[src/rtl/yccrop_pkg.sv]
package yccrop_pkg;

    // register file
    localparam int CFG_W     = 13;
    localparam int CFG_IDX_W = 2;

    typedef enum logic [CFG_IDX_W-1:0] {
        CFG_SRC_W  = 2'd0,
        CFG_SRC_H  = 2'd1,
        CFG_CROP_W = 2'd2,
        CFG_CROP_H = 2'd3
    } t_cfg_idx;

    localparam logic [CFG_W-1:0] RST_SRC_W  = 13'd640;
    localparam logic [CFG_W-1:0] RST_SRC_H  = 13'd480;
    localparam logic [CFG_W-1:0] RST_CROP_W = 13'd640;
    localparam logic [CFG_W-1:0] RST_CROP_H = 13'd480;

    // bt.601 fixed point, scaled by 256
    localparam int SUM_W = 20;
    localparam logic signed [SUM_W-1:0] K_Y    = 20'sd298;
    localparam logic signed [SUM_W-1:0] K_RV   = 20'sd409;
    localparam logic signed [SUM_W-1:0] K_GU   = 20'sd100;
    localparam logic signed [SUM_W-1:0] K_GV   = 20'sd208;
    localparam logic signed [SUM_W-1:0] K_BU   = 20'sd516;
    localparam logic signed [SUM_W-1:0] K_RND  = 20'sd128;
    localparam logic signed [8:0]       Y_OFS  = 9'sd16;
    localparam logic signed [8:0]       C_OFS  = 9'sd128;
    localparam logic [7:0]              CH_MAX = 8'd255;

    typedef struct packed {
        logic [7:0] chroma_red;
        logic [7:0] luma_second;
        logic [7:0] chroma_blue;
        logic [7:0] luma_first;
    } t_pair;

    typedef struct packed {
        logic [15:0] rgb_second;
        logic [15:0] rgb_first;
    } t_rgb_pair;

    // window decision for the current source position
    typedef struct packed {
        logic keep;
        logic last;
    } t_tag;

    function automatic logic signed [SUM_W-1:0] sext9(input logic signed [8:0] x);
        return {{(SUM_W-9){x[8]}}, x};
    endfunction

    // clamp a scaled channel sum to 0..255 after the floor shift
    function automatic logic [7:0] chan(input logic signed [SUM_W-1:0] t);
        logic [7:0] c;
        if (t[SUM_W-1]) begin
            c = 8'd0;
        end else if (t[SUM_W-2:16] != '0) begin
            c = CH_MAX;
        end else begin
            c = t[15:8];
        end
        return c;
    endfunction

    function automatic logic [15:0] pack565(input logic [7:0] r, input logic [7:0] g,
                                            input logic [7:0] b);
        return {r[7:3], g[7:2], b[7:3]};
    endfunction

endpackage

[src/rtl/yccrop_window.sv]
module yccrop_window #(
    parameter int MAX_DIMENSION = 4096
) (
    input  logic                               i_clk,
    input  logic                               i_rst_n,
    input  logic                               i_cfg_we,
    input  logic [yccrop_pkg::CFG_IDX_W-1:0]   i_cfg_index,
    input  logic [yccrop_pkg::CFG_W-1:0]       i_cfg_data,
    input  logic                               i_accept,
    output logic                               o_busy,
    output yccrop_pkg::t_tag                   o_tag
);
    import yccrop_pkg::*;

    localparam int DIM_W = $clog2(MAX_DIMENSION + 1);
    localparam int GW    = (DIM_W > CFG_W) ? DIM_W : CFG_W;
    localparam int XW    = GW + 1;
    localparam int PCW   = $clog2(MAX_DIMENSION / 2);
    localparam int LW    = $clog2(MAX_DIMENSION);

    logic [CFG_W-1:0] r_src_w, r_src_h, r_crop_w, r_crop_h;
    logic             r_busy;
    logic [PCW-1:0]   r_col, n_col;
    logic [LW-1:0]    r_line, n_line;

    // registered window geometry
    logic          r_en;
    logic [XW-1:0] r_x0, r_xe, r_y0, r_ye, r_pairs, r_sh;

    logic [XW-1:0] sw, sh, cw, ch;
    logic [XW-1:0] col_x, line_x, col_inc, line_inc;

    function automatic logic [XW-1:0] sat(input logic [CFG_W-1:0] v);
        logic [XW-1:0] e;
        e = XW'(v);
        return (e > XW'(MAX_DIMENSION)) ? XW'(MAX_DIMENSION) : e;
    endfunction

    always_ff @(posedge i_clk) begin
        if (!i_rst_n) begin
            r_src_w  <= RST_SRC_W;
            r_src_h  <= RST_SRC_H;
            r_crop_w <= RST_CROP_W;
            r_crop_h <= RST_CROP_H;
            r_busy   <= 1'b1;
        end else begin
            r_busy <= i_cfg_we;
            if (i_cfg_we) begin
                case (t_cfg_idx'(i_cfg_index))
                    CFG_SRC_W:  r_src_w  <= i_cfg_data;
                    CFG_SRC_H:  r_src_h  <= i_cfg_data;
                    CFG_CROP_W: r_crop_w <= i_cfg_data;
                    CFG_CROP_H: r_crop_h <= i_cfg_data;
                    default: ;
                endcase
            end
        end
    end

    always_comb begin
        sw = sat(r_src_w) & ~XW'(1);
        if (sw < XW'(2)) begin
            sw = XW'(2);
        end
        sh = sat(r_src_h);
        if (sh == '0) begin
            sh = XW'(1);
        end
        cw = sat(r_crop_w) & ~XW'(1);
        ch = sat(r_crop_h);
    end

    // x end = x0 + crop pairs folds into one add, same for y
    always_ff @(posedge i_clk) begin
        r_en    <= (cw != '0) && (ch != '0) && (cw <= sw) && (ch <= sh);
        r_x0    <= (sw - cw) >> 2;
        r_xe    <= (sw + cw) >> 2;
        r_y0    <= (sh - ch) >> 1;
        r_ye    <= (sh + ch) >> 1;
        r_pairs <= sw >> 1;
        r_sh    <= sh;
    end

    assign col_x    = XW'(r_col);
    assign line_x   = XW'(r_line);
    assign col_inc  = col_x + XW'(1);
    assign line_inc = line_x + XW'(1);

    assign o_tag.keep = r_en && (col_x >= r_x0) && (col_x < r_xe)
                        && (line_x >= r_y0) && (line_x < r_ye);
    assign o_tag.last = (col_inc == r_xe) && (line_inc == r_ye);
    assign o_busy     = r_busy;

    always_comb begin
        n_col  = r_col;
        n_line = r_line;
        if (col_inc >= r_pairs) begin
            n_col  = '0;
            n_line = (line_inc >= r_sh) ? '0 : LW'(line_inc);
        end else begin
            n_col = PCW'(col_inc);
        end
    end

    always_ff @(posedge i_clk) begin
        if (!i_rst_n) begin
            r_col  <= '0;
            r_line <= '0;
        end else if (i_accept) begin
            r_col  <= n_col;
            r_line <= n_line;
        end
    end

endmodule

[src/rtl/yccrop_convert.sv]
module yccrop_convert (
    input  logic                    i_clk,
    input  logic                    i_rst_n,
    input  logic                    i_valid,
    output logic                    o_ready,
    input  yccrop_pkg::t_pair       i_pair,
    input  logic                    i_last,
    output logic                    o_valid,
    input  logic                    i_ready,
    output yccrop_pkg::t_rgb_pair   o_rgb,
    output logic                    o_last
);
    import yccrop_pkg::*;

    logic signed [8:0] c1, c2, d, e;
    logic              out_en, prod_en;

    // product stage
    logic                    r_p_v;
    logic                    r_p_last;
    logic signed [SUM_W-1:0] r_y1, r_y2, r_cr, r_cg, r_cb;

    // result register
    logic                    r_out_v;
    logic                    r_out_last;
    t_rgb_pair               r_out_rgb;

    logic signed [SUM_W-1:0] r1, g1, b1, r2, g2, b2;

    assign c1 = $signed({1'b0, i_pair.luma_first})  - Y_OFS;
    assign c2 = $signed({1'b0, i_pair.luma_second}) - Y_OFS;
    assign d  = $signed({1'b0, i_pair.chroma_blue}) - C_OFS;
    assign e  = $signed({1'b0, i_pair.chroma_red})  - C_OFS;

    assign out_en  = !r_out_v || i_ready;
    assign prod_en = !r_p_v || out_en;
    assign o_ready = prod_en;

    always_ff @(posedge i_clk) begin
        if (!i_rst_n) begin
            r_p_v <= 1'b0;
        end else if (prod_en) begin
            r_p_v <= i_valid;
        end
    end

    always_ff @(posedge i_clk) begin
        if (prod_en && i_valid) begin
            r_p_last <= i_last;
            r_y1     <= sext9(c1) * K_Y;
            r_y2     <= sext9(c2) * K_Y;
            r_cr     <= sext9(e) * K_RV + K_RND;
            r_cg     <= K_RND - sext9(d) * K_GU - sext9(e) * K_GV;
            r_cb     <= sext9(d) * K_BU + K_RND;
        end
    end

    assign r1 = r_y1 + r_cr;
    assign g1 = r_y1 + r_cg;
    assign b1 = r_y1 + r_cb;
    assign r2 = r_y2 + r_cr;
    assign g2 = r_y2 + r_cg;
    assign b2 = r_y2 + r_cb;

    always_ff @(posedge i_clk) begin
        if (!i_rst_n) begin
            r_out_v <= 1'b0;
        end else if (out_en) begin
            r_out_v <= r_p_v;
        end
    end

    always_ff @(posedge i_clk) begin
        if (out_en && r_p_v) begin
            r_out_last           <= r_p_last;
            r_out_rgb.rgb_first  <= pack565(chan(r1), chan(g1), chan(b1));
            r_out_rgb.rgb_second <= pack565(chan(r2), chan(g2), chan(b2));
        end
    end

    assign o_valid = r_out_v;
    assign o_rgb   = r_out_rgb;
    assign o_last  = r_out_last;

endmodule

[src/rtl/yuv422_center_crop_to_rgb565_unit.sv]
// channel    | direction | transaction moves                  | handshake
// -----------+-----------+------------------------------------+-------------------------
// s stream   | in        | one yuyv pixel pair                | i_s_tvalid / o_s_tready
// m stream   | out       | two rgb565 pixels, tlast = frame end| o_m_tvalid / i_m_tready
// cfg write  | in        | register index and 13-bit value    | i_cfg_valid / o_cfg_ready
//
// one pair per clock sustained while the master side is ready and no register write is settling;
// a kept pair passes the input register, product stage and result register, in that order
// every stage has its own valid bit, so bubbles fill while the output is stalled
// synchronous active-low reset; the input side stays low for one cycle after reset
// and for one cycle after each register write while the crop geometry re-registers
module yuv422_center_crop_to_rgb565_unit #(
    parameter int MAX_DIMENSION = 4096
) (
    input  logic                               i_clk,
    input  logic                               i_rst_n,
    // slave stream
    input  logic                               i_s_tvalid,
    output logic                               o_s_tready,
    input  logic [31:0]                        i_s_tdata,   // luma_first, chroma_blue,
                                                            // luma_second, chroma_red
    // master stream
    output logic                               o_m_tvalid,
    input  logic                               i_m_tready,
    output logic [31:0]                        o_m_tdata,   // rgb_first, rgb_second
    output logic                               o_m_tlast,   // frame_last
    // register write
    input  logic                               i_cfg_valid,
    output logic                               o_cfg_ready,
    input  logic [yccrop_pkg::CFG_IDX_W-1:0]   i_cfg_index,
    input  logic [yccrop_pkg::CFG_W-1:0]       i_cfg_data
);
    import yccrop_pkg::*;

    logic      s_accept, cfg_accept;
    logic      w_busy;
    t_tag      w_tag;
    logic      in_en;
    logic      conv_ready;
    t_rgb_pair w_rgb;

    // input register, valid only for pairs inside the crop window
    logic      r_in_v;
    t_pair     r_in_pair;
    logic      r_in_last;

    // register writes are always taken
    assign o_cfg_ready = 1'b1;
    assign cfg_accept  = i_cfg_valid && o_cfg_ready;

    // the input register frees when the conversion pipe can take its pair
    assign in_en      = !r_in_v || conv_ready;
    assign o_s_tready = in_en && !w_busy;
    assign s_accept   = i_s_tvalid && o_s_tready;

    // position counters and window decision
    yccrop_window #(
        .MAX_DIMENSION (MAX_DIMENSION)
    ) u_window (
        .i_clk       (i_clk),
        .i_rst_n     (i_rst_n),
        .i_cfg_we    (cfg_accept),
        .i_cfg_index (i_cfg_index),
        .i_cfg_data  (i_cfg_data),
        .i_accept    (s_accept),
        .o_busy      (w_busy),
        .o_tag       (w_tag)
    );

    always_ff @(posedge i_clk) begin
        if (!i_rst_n) begin
            r_in_v <= 1'b0;
        end else if (in_en) begin
            r_in_v <= s_accept && w_tag.keep;
        end
    end

    always_ff @(posedge i_clk) begin
        if (s_accept) begin
            r_in_pair <= t_pair'(i_s_tdata);
            r_in_last <= w_tag.last;
        end
    end

    // colour conversion and result register
    yccrop_convert u_convert (
        .i_clk   (i_clk),
        .i_rst_n (i_rst_n),
        .i_valid (r_in_v),
        .o_ready (conv_ready),
        .i_pair  (r_in_pair),
        .i_last  (r_in_last),
        .o_valid (o_m_tvalid),
        .i_ready (i_m_tready),
        .o_rgb   (w_rgb),
        .o_last  (o_m_tlast)
    );

    assign o_m_tdata = w_rgb;

    // geometry is stale in the cycle after a write, so no pair may enter then
    a_busy_blocks_input: assert property (@(posedge i_clk) disable iff (!i_rst_n)
        w_busy |-> !o_s_tready)
        else $error("pair accepted while crop geometry is settling");

    a_cfg_stalls_input: assert property (@(posedge i_clk) disable iff (!i_rst_n)
        cfg_accept |=> !o_s_tready)
        else $error("input ready right after a register write");

    a_kept_pair_loaded: assert property (@(posedge i_clk) disable iff (!i_rst_n)
        (s_accept && w_tag.keep) |=> r_in_v)
        else $error("kept pair lost at the input register");

endmodule
[config.mk]
export PLATFORM = sky130hd
export DESIGN_NAME = yuv422_center_crop_to_rgb565_unit
export DESIGN_NICKNAME = d
export VERILOG_FILES = /design/src/rtl/yccrop_pkg.sv /design/src/rtl/yccrop_window.sv /design/src/rtl/yccrop_convert.sv /design/src/rtl/yuv422_center_crop_to_rgb565_unit.sv
export SDC_FILE = /design/constraint.sdc
export NUM_CORES = 1
export LEC_CHECK = 0
export BUFFER_PORTS_ARGS = -buffer_cell sky130_fd_sc_hd__buf_2
export CAP_MARGIN = 10
export CORE_MARGIN = 2
export CORE_UTILIZATION = 37
export DETAILED_ROUTE_END_ITERATION = 8
export SYNTH_ARGS = -nofsm -noshare
export SYNTH_HDL_FRONTEND = slang
export SYNTH_SLANG_ARGS = --single-unit
[constraint.sdc]
create_clock -name i_clk -period 18.21 [get_ports i_clk]
set_input_delay 3.642 -clock i_clk [delete_from_list [all_inputs] [get_ports i_clk]]
set_output_delay 3.642 -clock i_clk [all_outputs]
set_load 0.005 [all_outputs]
## After elaboration in Yosys (flattened, before gate mapping)

Cells that the tools add are included.

- Output and inout bits: 36
- Flip-flop bits (word level): 322
- Bits of input ports: 52
- Word-level logic and storage cells: 128

- $add $sub $neg: 20
- Multiplexer cells: 14
- $lt $le $gt $ge: 13
- Equal/unequal tests: 5
- Reductions and logical operators: 35
- $mul: 6

Operators by type and width:

| cell | count |
|---|---|
| $add A20 B20 Y20 | 6 |
| $mul A9 B9 Y18 const B | 3 |
| $gt A13 B13 Y1 const B | 4 |
| $mux W13 | 4 |
| $mux W8 | 6 |
| $add A20 B9 Y20 const B | 2 |
| $add A14 B14 Y14 | 2 |
| $le A14 B14 Y1 | 2 |
| $mux W14 | 2 |
| $reduce_bool A14 Y1 | 2 |
| $sub A14 B14 Y14 | 2 |
| $sub A20 B20 Y20 | 1 |
| $sub A9 B20 Y20 const A | 1 |
| $mul A9 B10 Y19 const B | 1 |
| $reduce_bool A3 Y1 | 6 |
| $sub A8 B5 Y9 const B | 2 |
| $sub A8 B8 Y9 const B | 2 |
| $mul A9 B6 Y15 const B | 1 |
| $eq A14 B12 Y1 | 1 |
| $eq A14 B13 Y1 | 1 |
| $ge A14 B13 Y1 | 1 |
| $ge A14 B14 Y1 | 1 |
| $logic_not A14 Y1 | 1 |
| $lt A14 B2 Y1 const B | 1 |
| 16 further kinds | 38 |

## Logic depth before layout (Yosys ltp)

- Depth after elaboration: 7
- Gate-level depth with buffers: 23
- Depth with buffers taken out: 23

## Cells and area by module

Synthesis repeated with hierarchy kept, for this count alone.

- Cells, all modules: 2624
- Area, all modules: 24731.2 um^2

Modules (own cells, without submodules):

| module | cells an instance | times used | area each (um^2) |
|---|---|---|---|
| yccrop_convert | 1346 | 1 | 13721.9 |
| yccrop_window | 1237 | 1 | 9953.3 |
| yuv422_center_crop_to_rgb565_unit | 41 | 1 | 1056.0 |

## Worst setup path before layout

Ideal clock, no wire load.

- Kind: input to register
- Start: input i_m_tready
- End: register u_convert.r_cb[10] (enable)
- Stages on the path: 3
- Library setup time: 0.552 ns
- Required time: 17.658 ns
- Setup slack: 9.741 ns
- Arrival: 7.917 ns
- Cells stage by stage: nor2b_1 and2_1 nor2b_1

- Cells in the longest elaborated chain, start to end: 3

Ends and longest elaborated chain:

| what | line | source |
|---|---|---|
| from (decl) | yuv422_center_crop_to_rgb565_unit.sv:24 | `input logic i_m_tready,` |
| $logic_or A1 B1 Y1 | yccrop_convert.sv:35 | `assign out_en = !r_out_v \|\| i_ready;` |
| $logic_or A1 B1 Y1 | yccrop_convert.sv:36 | `assign prod_en = !r_p_v \|\| out_en;` |
| $logic_and A1 B1 Y1 | yccrop_convert.sv:48 | `if (prod_en && i_valid) begin` |
| to (signal assigned) | yccrop_convert.sv:54 | `r_cb <= sext9(d) * K_BU + K_RND;` |
| to (decl) | yccrop_convert.sv:21 | `logic signed [SUM_W-1:0] r_y1, r_y2, r_cr, r_cg, r_cb;` |

Every way passes these cells.
A chain may end at the register's enable or synchronous reset.

## Worst setup path after layout

- Start: input i_m_tready
- End: output o_s_tready

- Cells in the longest elaborated chain, start to end: 4

Ends and longest elaborated chain:

| what | line | source |
|---|---|---|
| $logic_or A1 B1 Y1 | yccrop_convert.sv:35 |  |
| $logic_or A1 B1 Y1 | yccrop_convert.sv:36 |  |
| $logic_or A1 B1 Y1 | yuv422_center_crop_to_rgb565_unit.sv:52 | `assign in_en = !r_in_v \|\| conv_ready;` |
| $logic_and A1 B1 Y1 | yuv422_center_crop_to_rgb565_unit.sv:53 | `assign o_s_tready = in_en && !w_busy;` |
| to (decl) | yuv422_center_crop_to_rgb565_unit.sv:19 | `output logic o_s_tready,` |

Every way passes these cells.

==> results.md <==
Status:
- The flow ran to the end, and the final reports show no timing, DRC or antenna violations.

Critical path:
- The number of cells on the worst reg-to-reg path is 15.
- For this run, the slowest stage of the critical path takes about 0.30 ns.
- Counting both buffers and inverters, the worst setup path holds a total of 2.
- The worst setup path is captured at an output port.
- At the worst endpoint, the arrival time is 4.37 ns.
- At the worst endpoint, the required time is between 10 and 15 ns.
- The critical path in this run is classified as input port to output port.
- Traced cell by cell, the critical path runs through buf_2 > nor2b_1 > a31oi_1 > buf_2.
- In this design, the largest share of critical-path delay is due to simple AND/OR/NAND/NOR gates.
- The endpoint of the lowest-slack register-to-register path is u_convert.r_cr[17]$_DFFE_PP_.
- The cell type with the highest occurrence count on the critical path is buf_2.
- The critical path's slowest cell is nor2b_1.
- The element type at the critical path start is an input port.
- In this run the worst path has a maximum fanout of 4.
- The reg-to-reg critical path startpoint is r_in_pair[31]$_DFFE_PP_.
- The setup check on the worst reg-to-reg path leaves a slack of between 10 and 15 ns.

STA:
- The highest clock frequency the design can meet is roughly 0.12 GHz.
- Setup violations remaining at the end of the flow were counted as 0.
- The relative max-transition margin is 0.238.
- The final count of pins violating max slew is 0.
- The setup TNS is 0 ns.
- The part of the cycle the worst path needs is 0.440.
- Setup repair after global routing left no endpoint under its margin.
- The worst clock skew on the final layout is 0.0275 ns.
- The number of failing hold endpoints at the final stage was 0.
- The routed design could run at a clock period as short as 8.01 ns.
- The final hold slack is between 0.4 and 0.5 ns.
- The measured slew at the worst slew-check pin is 1.14 ns.

CTS:
- The number of gates resized after CTS was 0.
- The deepest level of the CTS H-tree is 2.
- The buffer depth of the longest clock path is 3.
- In this run the clock root is driven by a clkbuf_16.
- The number of hold buffers added after cts is 0.
- For the worst-skew pair, the clock arrives at the later sink with an insertion delay of between 0.5 and 0.6 ns.
- Clock-pin slew was measured on the worst setup and hold paths at 0.06 ns.
- Buffers added to address setup during post-CTS repair amount to 0.
- In this run, CTS created clock tree buffers numbering 40.
- The clock tree from TritonCTS is built.
- The clock drives ~310 sinks.

Finish:
- The count of antenna diodes in the layout is 0.
- The area of the multi-input gates is around 15000 sq um.
- From synthesis to final layout, the design area changed by 11.4%.
- Of the cells placed in the final design, the portion with a size suffix greater than 1 is 0.0728.
- The cell area after layout is about 27000 sq um.
- The final layout contains ~3.2k nets.
- In the final layout, flip-flops and latches occupy 7820 sq um.
- The fill cell instance count of the final layout is about 6.4k.
- The finished layout holds between 3k and 4k standard cells, fillers aside.
- The share of the core filled with cells is 0.417.

Worst hold path:
- The worst hold path terminates at u_convert.r_p_last$_DFFE_PP_.
- The worst hold path was traced through 0 stages.
- The type of the most critical hold path is register to register.
- The worst min-delay path startpoint is r_in_last$_DFFE_PP_.

Logic synthesis:
- The synthesized netlist contains a little over 80 unique library cells.
- Synthesis produced a netlist whose cell count is between 2k and 3k.
- The count of flip-flops with a built-in enable after synthesis is about 160.
- The cell area that synthesis handed to floorplanning was between 20000 and 25000 sq um.
- The synthesis-stage register bit count is approximately 310.
- The net count after synthesis is approximately 3.2k.
- The dominant register cell in the synthesized netlist is edfxtp_1.
- The synthesized area divided by synthesized cell count is roughly 9.5 sq um.
- Of the synthesized area, sequential elements account for 0.317.
- In the synthesized netlist the async set-or-reset flop fraction comes to 0.
- The total number of yosys warnings is 0.

Global routing:
- Entering global routing, the biggest net connects just over 70 pins.
- For this run, the total global-route usage over all layers was measured as 0.167.
- The first global-routing pass estimated around 92 mm of wire.
- The via count of the first global-routing pass is 18.1k.
- Summed over all layers, the global routing overflow is 0.
- The number of antenna violations at the first check in global routing is 2.

Routing:
- The detail route stage leaves a number of antenna-violating nets equal to 0.
- The vias per cell is roughly 5.1.
- The total via count in the routed design is between 15k and 20k.
- For this run, design rule violations remaining after detail routing come to 0.
- The first detailed-routing pass ran for 5 iterations.
- The DRC violation total after the first TritonRoute iteration is 1060.
- The routed wire length is 56.7 mm.
- The wire length per cell after detailed routing is roughly 16 microns.

Placed design:
- The post-placement cell area is 26000 sq um.
- The number of placed instances, taps included, is approximately 3.5k.
- The last weighted congestion value of the routability-driven placer is roughly 0.88.
- The post-DP HPWL is between 40 and 50 mm.
- Buffers placed on the I/O ports in this run total 86.

Floorplanning:
- The effective utilization at floorplan is 0.374.
- During I/O placement, the number of pins put on the boundary was 88.
- The core box area is 65900 sq um.
- The area of the die is slightly below 70000 sq um.
- From bottom edge to top edge, the die measures approximately 260 microns.
- The floorplan has 94 rows.
- The width of the die is about 260 microns.

Power:
- The maximum ir drop on the vdd rail is approximately 0.064 mV.
- The analysis attributes to cell leakage a power of between 10 and 15 nW.
- Dividing total power by cell area gives a power density of a little over 80 nW/um^2.

Run:
- Max-cap violations in this run came to 0.
==> routing by layer <==
layer  share of wire  vias to the layer above  global-route usage  routed length, microns
li1                -                     9204                   -                       -
met5         0.00026                        -                   0                      15
met4           0.035                        2              0.0620                    2010
met1            0.44                     8449               0.208                   25100
met3           0.038                       90              0.0218                    2180
met2            0.48                      320               0.296                   27400
==> per-stage QoR <==
| stage | power, mW | worst slack, ns |
|---|---|---|
| CTS | 2.24 | 10.20 |
| finish | 2.21 | 10.20 |
| floorplan | 1.24 | 9.74 |
| global route | 2.34 | 10.15 |
| global placement | 1.36 | 10.23 |
| detailed placement | 1.37 | 10.21 |
==> cells in the final DEF, fill, tap and decap left out, drive strengths merged, types with 12 or more instances in the layout <==
master	Yosys	final
and3	22	22
ha	461	461
inv	318	322
a21boi	56	56
nand3	65	65
buf	3	91
or4	12	12
xor2	67	67
o21ai	98	98
or2	13	13
nor3	42	42
nand2	210	210
nand4	27	27
fa	53	53
clkbuf	43	52
edfxtp	157	157
nor2b	59	59
nor2	106	106
dfxtp	155	155
a21o	35	35
a21oi	161	161
xnor2	150	150
o21bai	18	18
nor4	16	16
and2	12	12
nand2b	34	34
o21a	51	51
==> worst max path at each step <==
stage / from / endpoint / slack (ns) / cells after the start
finish: i_m_tready / o_s_tready / 10.20 / 4
floorplan: i_m_tready / u_convert.r_cb[10]$_DFFE_PP_ / 9.74 / 3
detailed placement: i_m_tready / o_s_tready / 10.21 / 4
global route: i_m_tready / o_s_tready / 10.15 / 4
global placement: i_m_tready / o_s_tready / 10.23 / 4
CTS: i_m_tready / o_s_tready / 10.20 / 4
==> where the power goes <==
part,total (mW),switching (mW),internal (mW)
clock network,0.854,0.325,0.529
logic,0.545,0.308,0.237
registers,0.812,0.0194,0.792
total,2.21,0.652,1.56
==> worst register-to-register path, stage by stage, from the launching register on <==
cell	delay, ns
edfxtp_1	0.78
inv_1	0.36
ha_1	0.40
fa_1	0.49
fa_1	0.49
ha_1	0.35
fa_1	0.49
a211oi_1	0.29
o21bai_1	0.16
a2111oi_2	0.45
o31ai_1	0.15
o21ai_0	0.23
o31a_1	0.23
nand2_1	0.11
nor3_1	0.21
nor2_1	0.09
==> logic make-up (layout without fill, tap and decap cells) <==
kind of cell	count (synthesis)	after routing	synth area share
buf+inv	365	483	0.0557
xor+xnor	217	217	0.0771
mux	9	9	0.00376
simple gates	652	652	0.133
flops	312	312	0.317
compound gates	517	517	0.136
other cells	1	1	0.000152
fa+ha+maj	514	514	0.277
==> final cells by class <==
cell class	instances	area share
clock buffers	52	0.0399
repair buffers	91	0.0170
flip-flops and latches	312	0.285
well taps	864	0.0394
multi-input cells	1910	0.564
clock inverters	21	0.0117
inverters	319	0.0436
==> synthesized netlist by cell type, drive strengths merged, types with 4 or more instances <==
master | number | area [sq um]
nand3b | 4 | 30.0
nor2b | 59 | 372
and3 | 22 | 138
a21oi | 161 | 813
mux2i | 7 | 70.1
dfxtp | 155 | 3100
or4bb | 4 | 45.0
a31oi | 7 | 43.8
o21bai | 18 | 135
nand2b | 34 | 213
nor3 | 42 | 215
a211oi | 11 | 87.6
nand4 | 27 | 169
o22ai | 7 | 43.8
a21boi | 56 | 420
o211ai | 6 | 55.1
clkbuf | 43 | 161
o21ai | 98 | 498
a211o | 5 | 43.8
o21a | 51 | 383
nand3 | 65 | 343
nor4 | 16 | 119
inv | 318 | 1190
xor2 | 67 | 587
or3 | 10 | 62.6
o31a | 10 | 87.6
a41oi | 6 | 60.1
nor3b | 5 | 37.5
or2 | 13 | 81.3
o31ai | 9 | 67.6
and2 | 12 | 75.1
ha | 461 | 5770
nor2 | 106 | 398
xnor2 | 150 | 1310
a2111oi | 5 | 50.0
a21o | 35 | 263
fa | 53 | 1060
edfxtp | 157 | 4710
nand2 | 210 | 788
or4 | 12 | 93.8
==> flip-flops by register name (all words and copies together) (netlist names), 11 cells and up <==
name,cells
r_in_pair,32
u_convert.o_rgb,32
u_convert.r_cr,19
u_convert.r_cg,18
u_convert.r_y1,18
u_convert.r_y2,18
u_convert.r_cb,17
u_window.r_crop_h,13
u_window.r_crop_w,13
u_window.r_sh,13
u_window.r_src_h,13
u_window.r_src_w,13
u_window.r_y0,13
u_window.r_ye,13
u_window.r_line,12
u_window.r_pairs,12
u_window.r_x0,12
u_window.r_xe,12
u_window.r_col,11
Power figures use the tool's default switching activity.
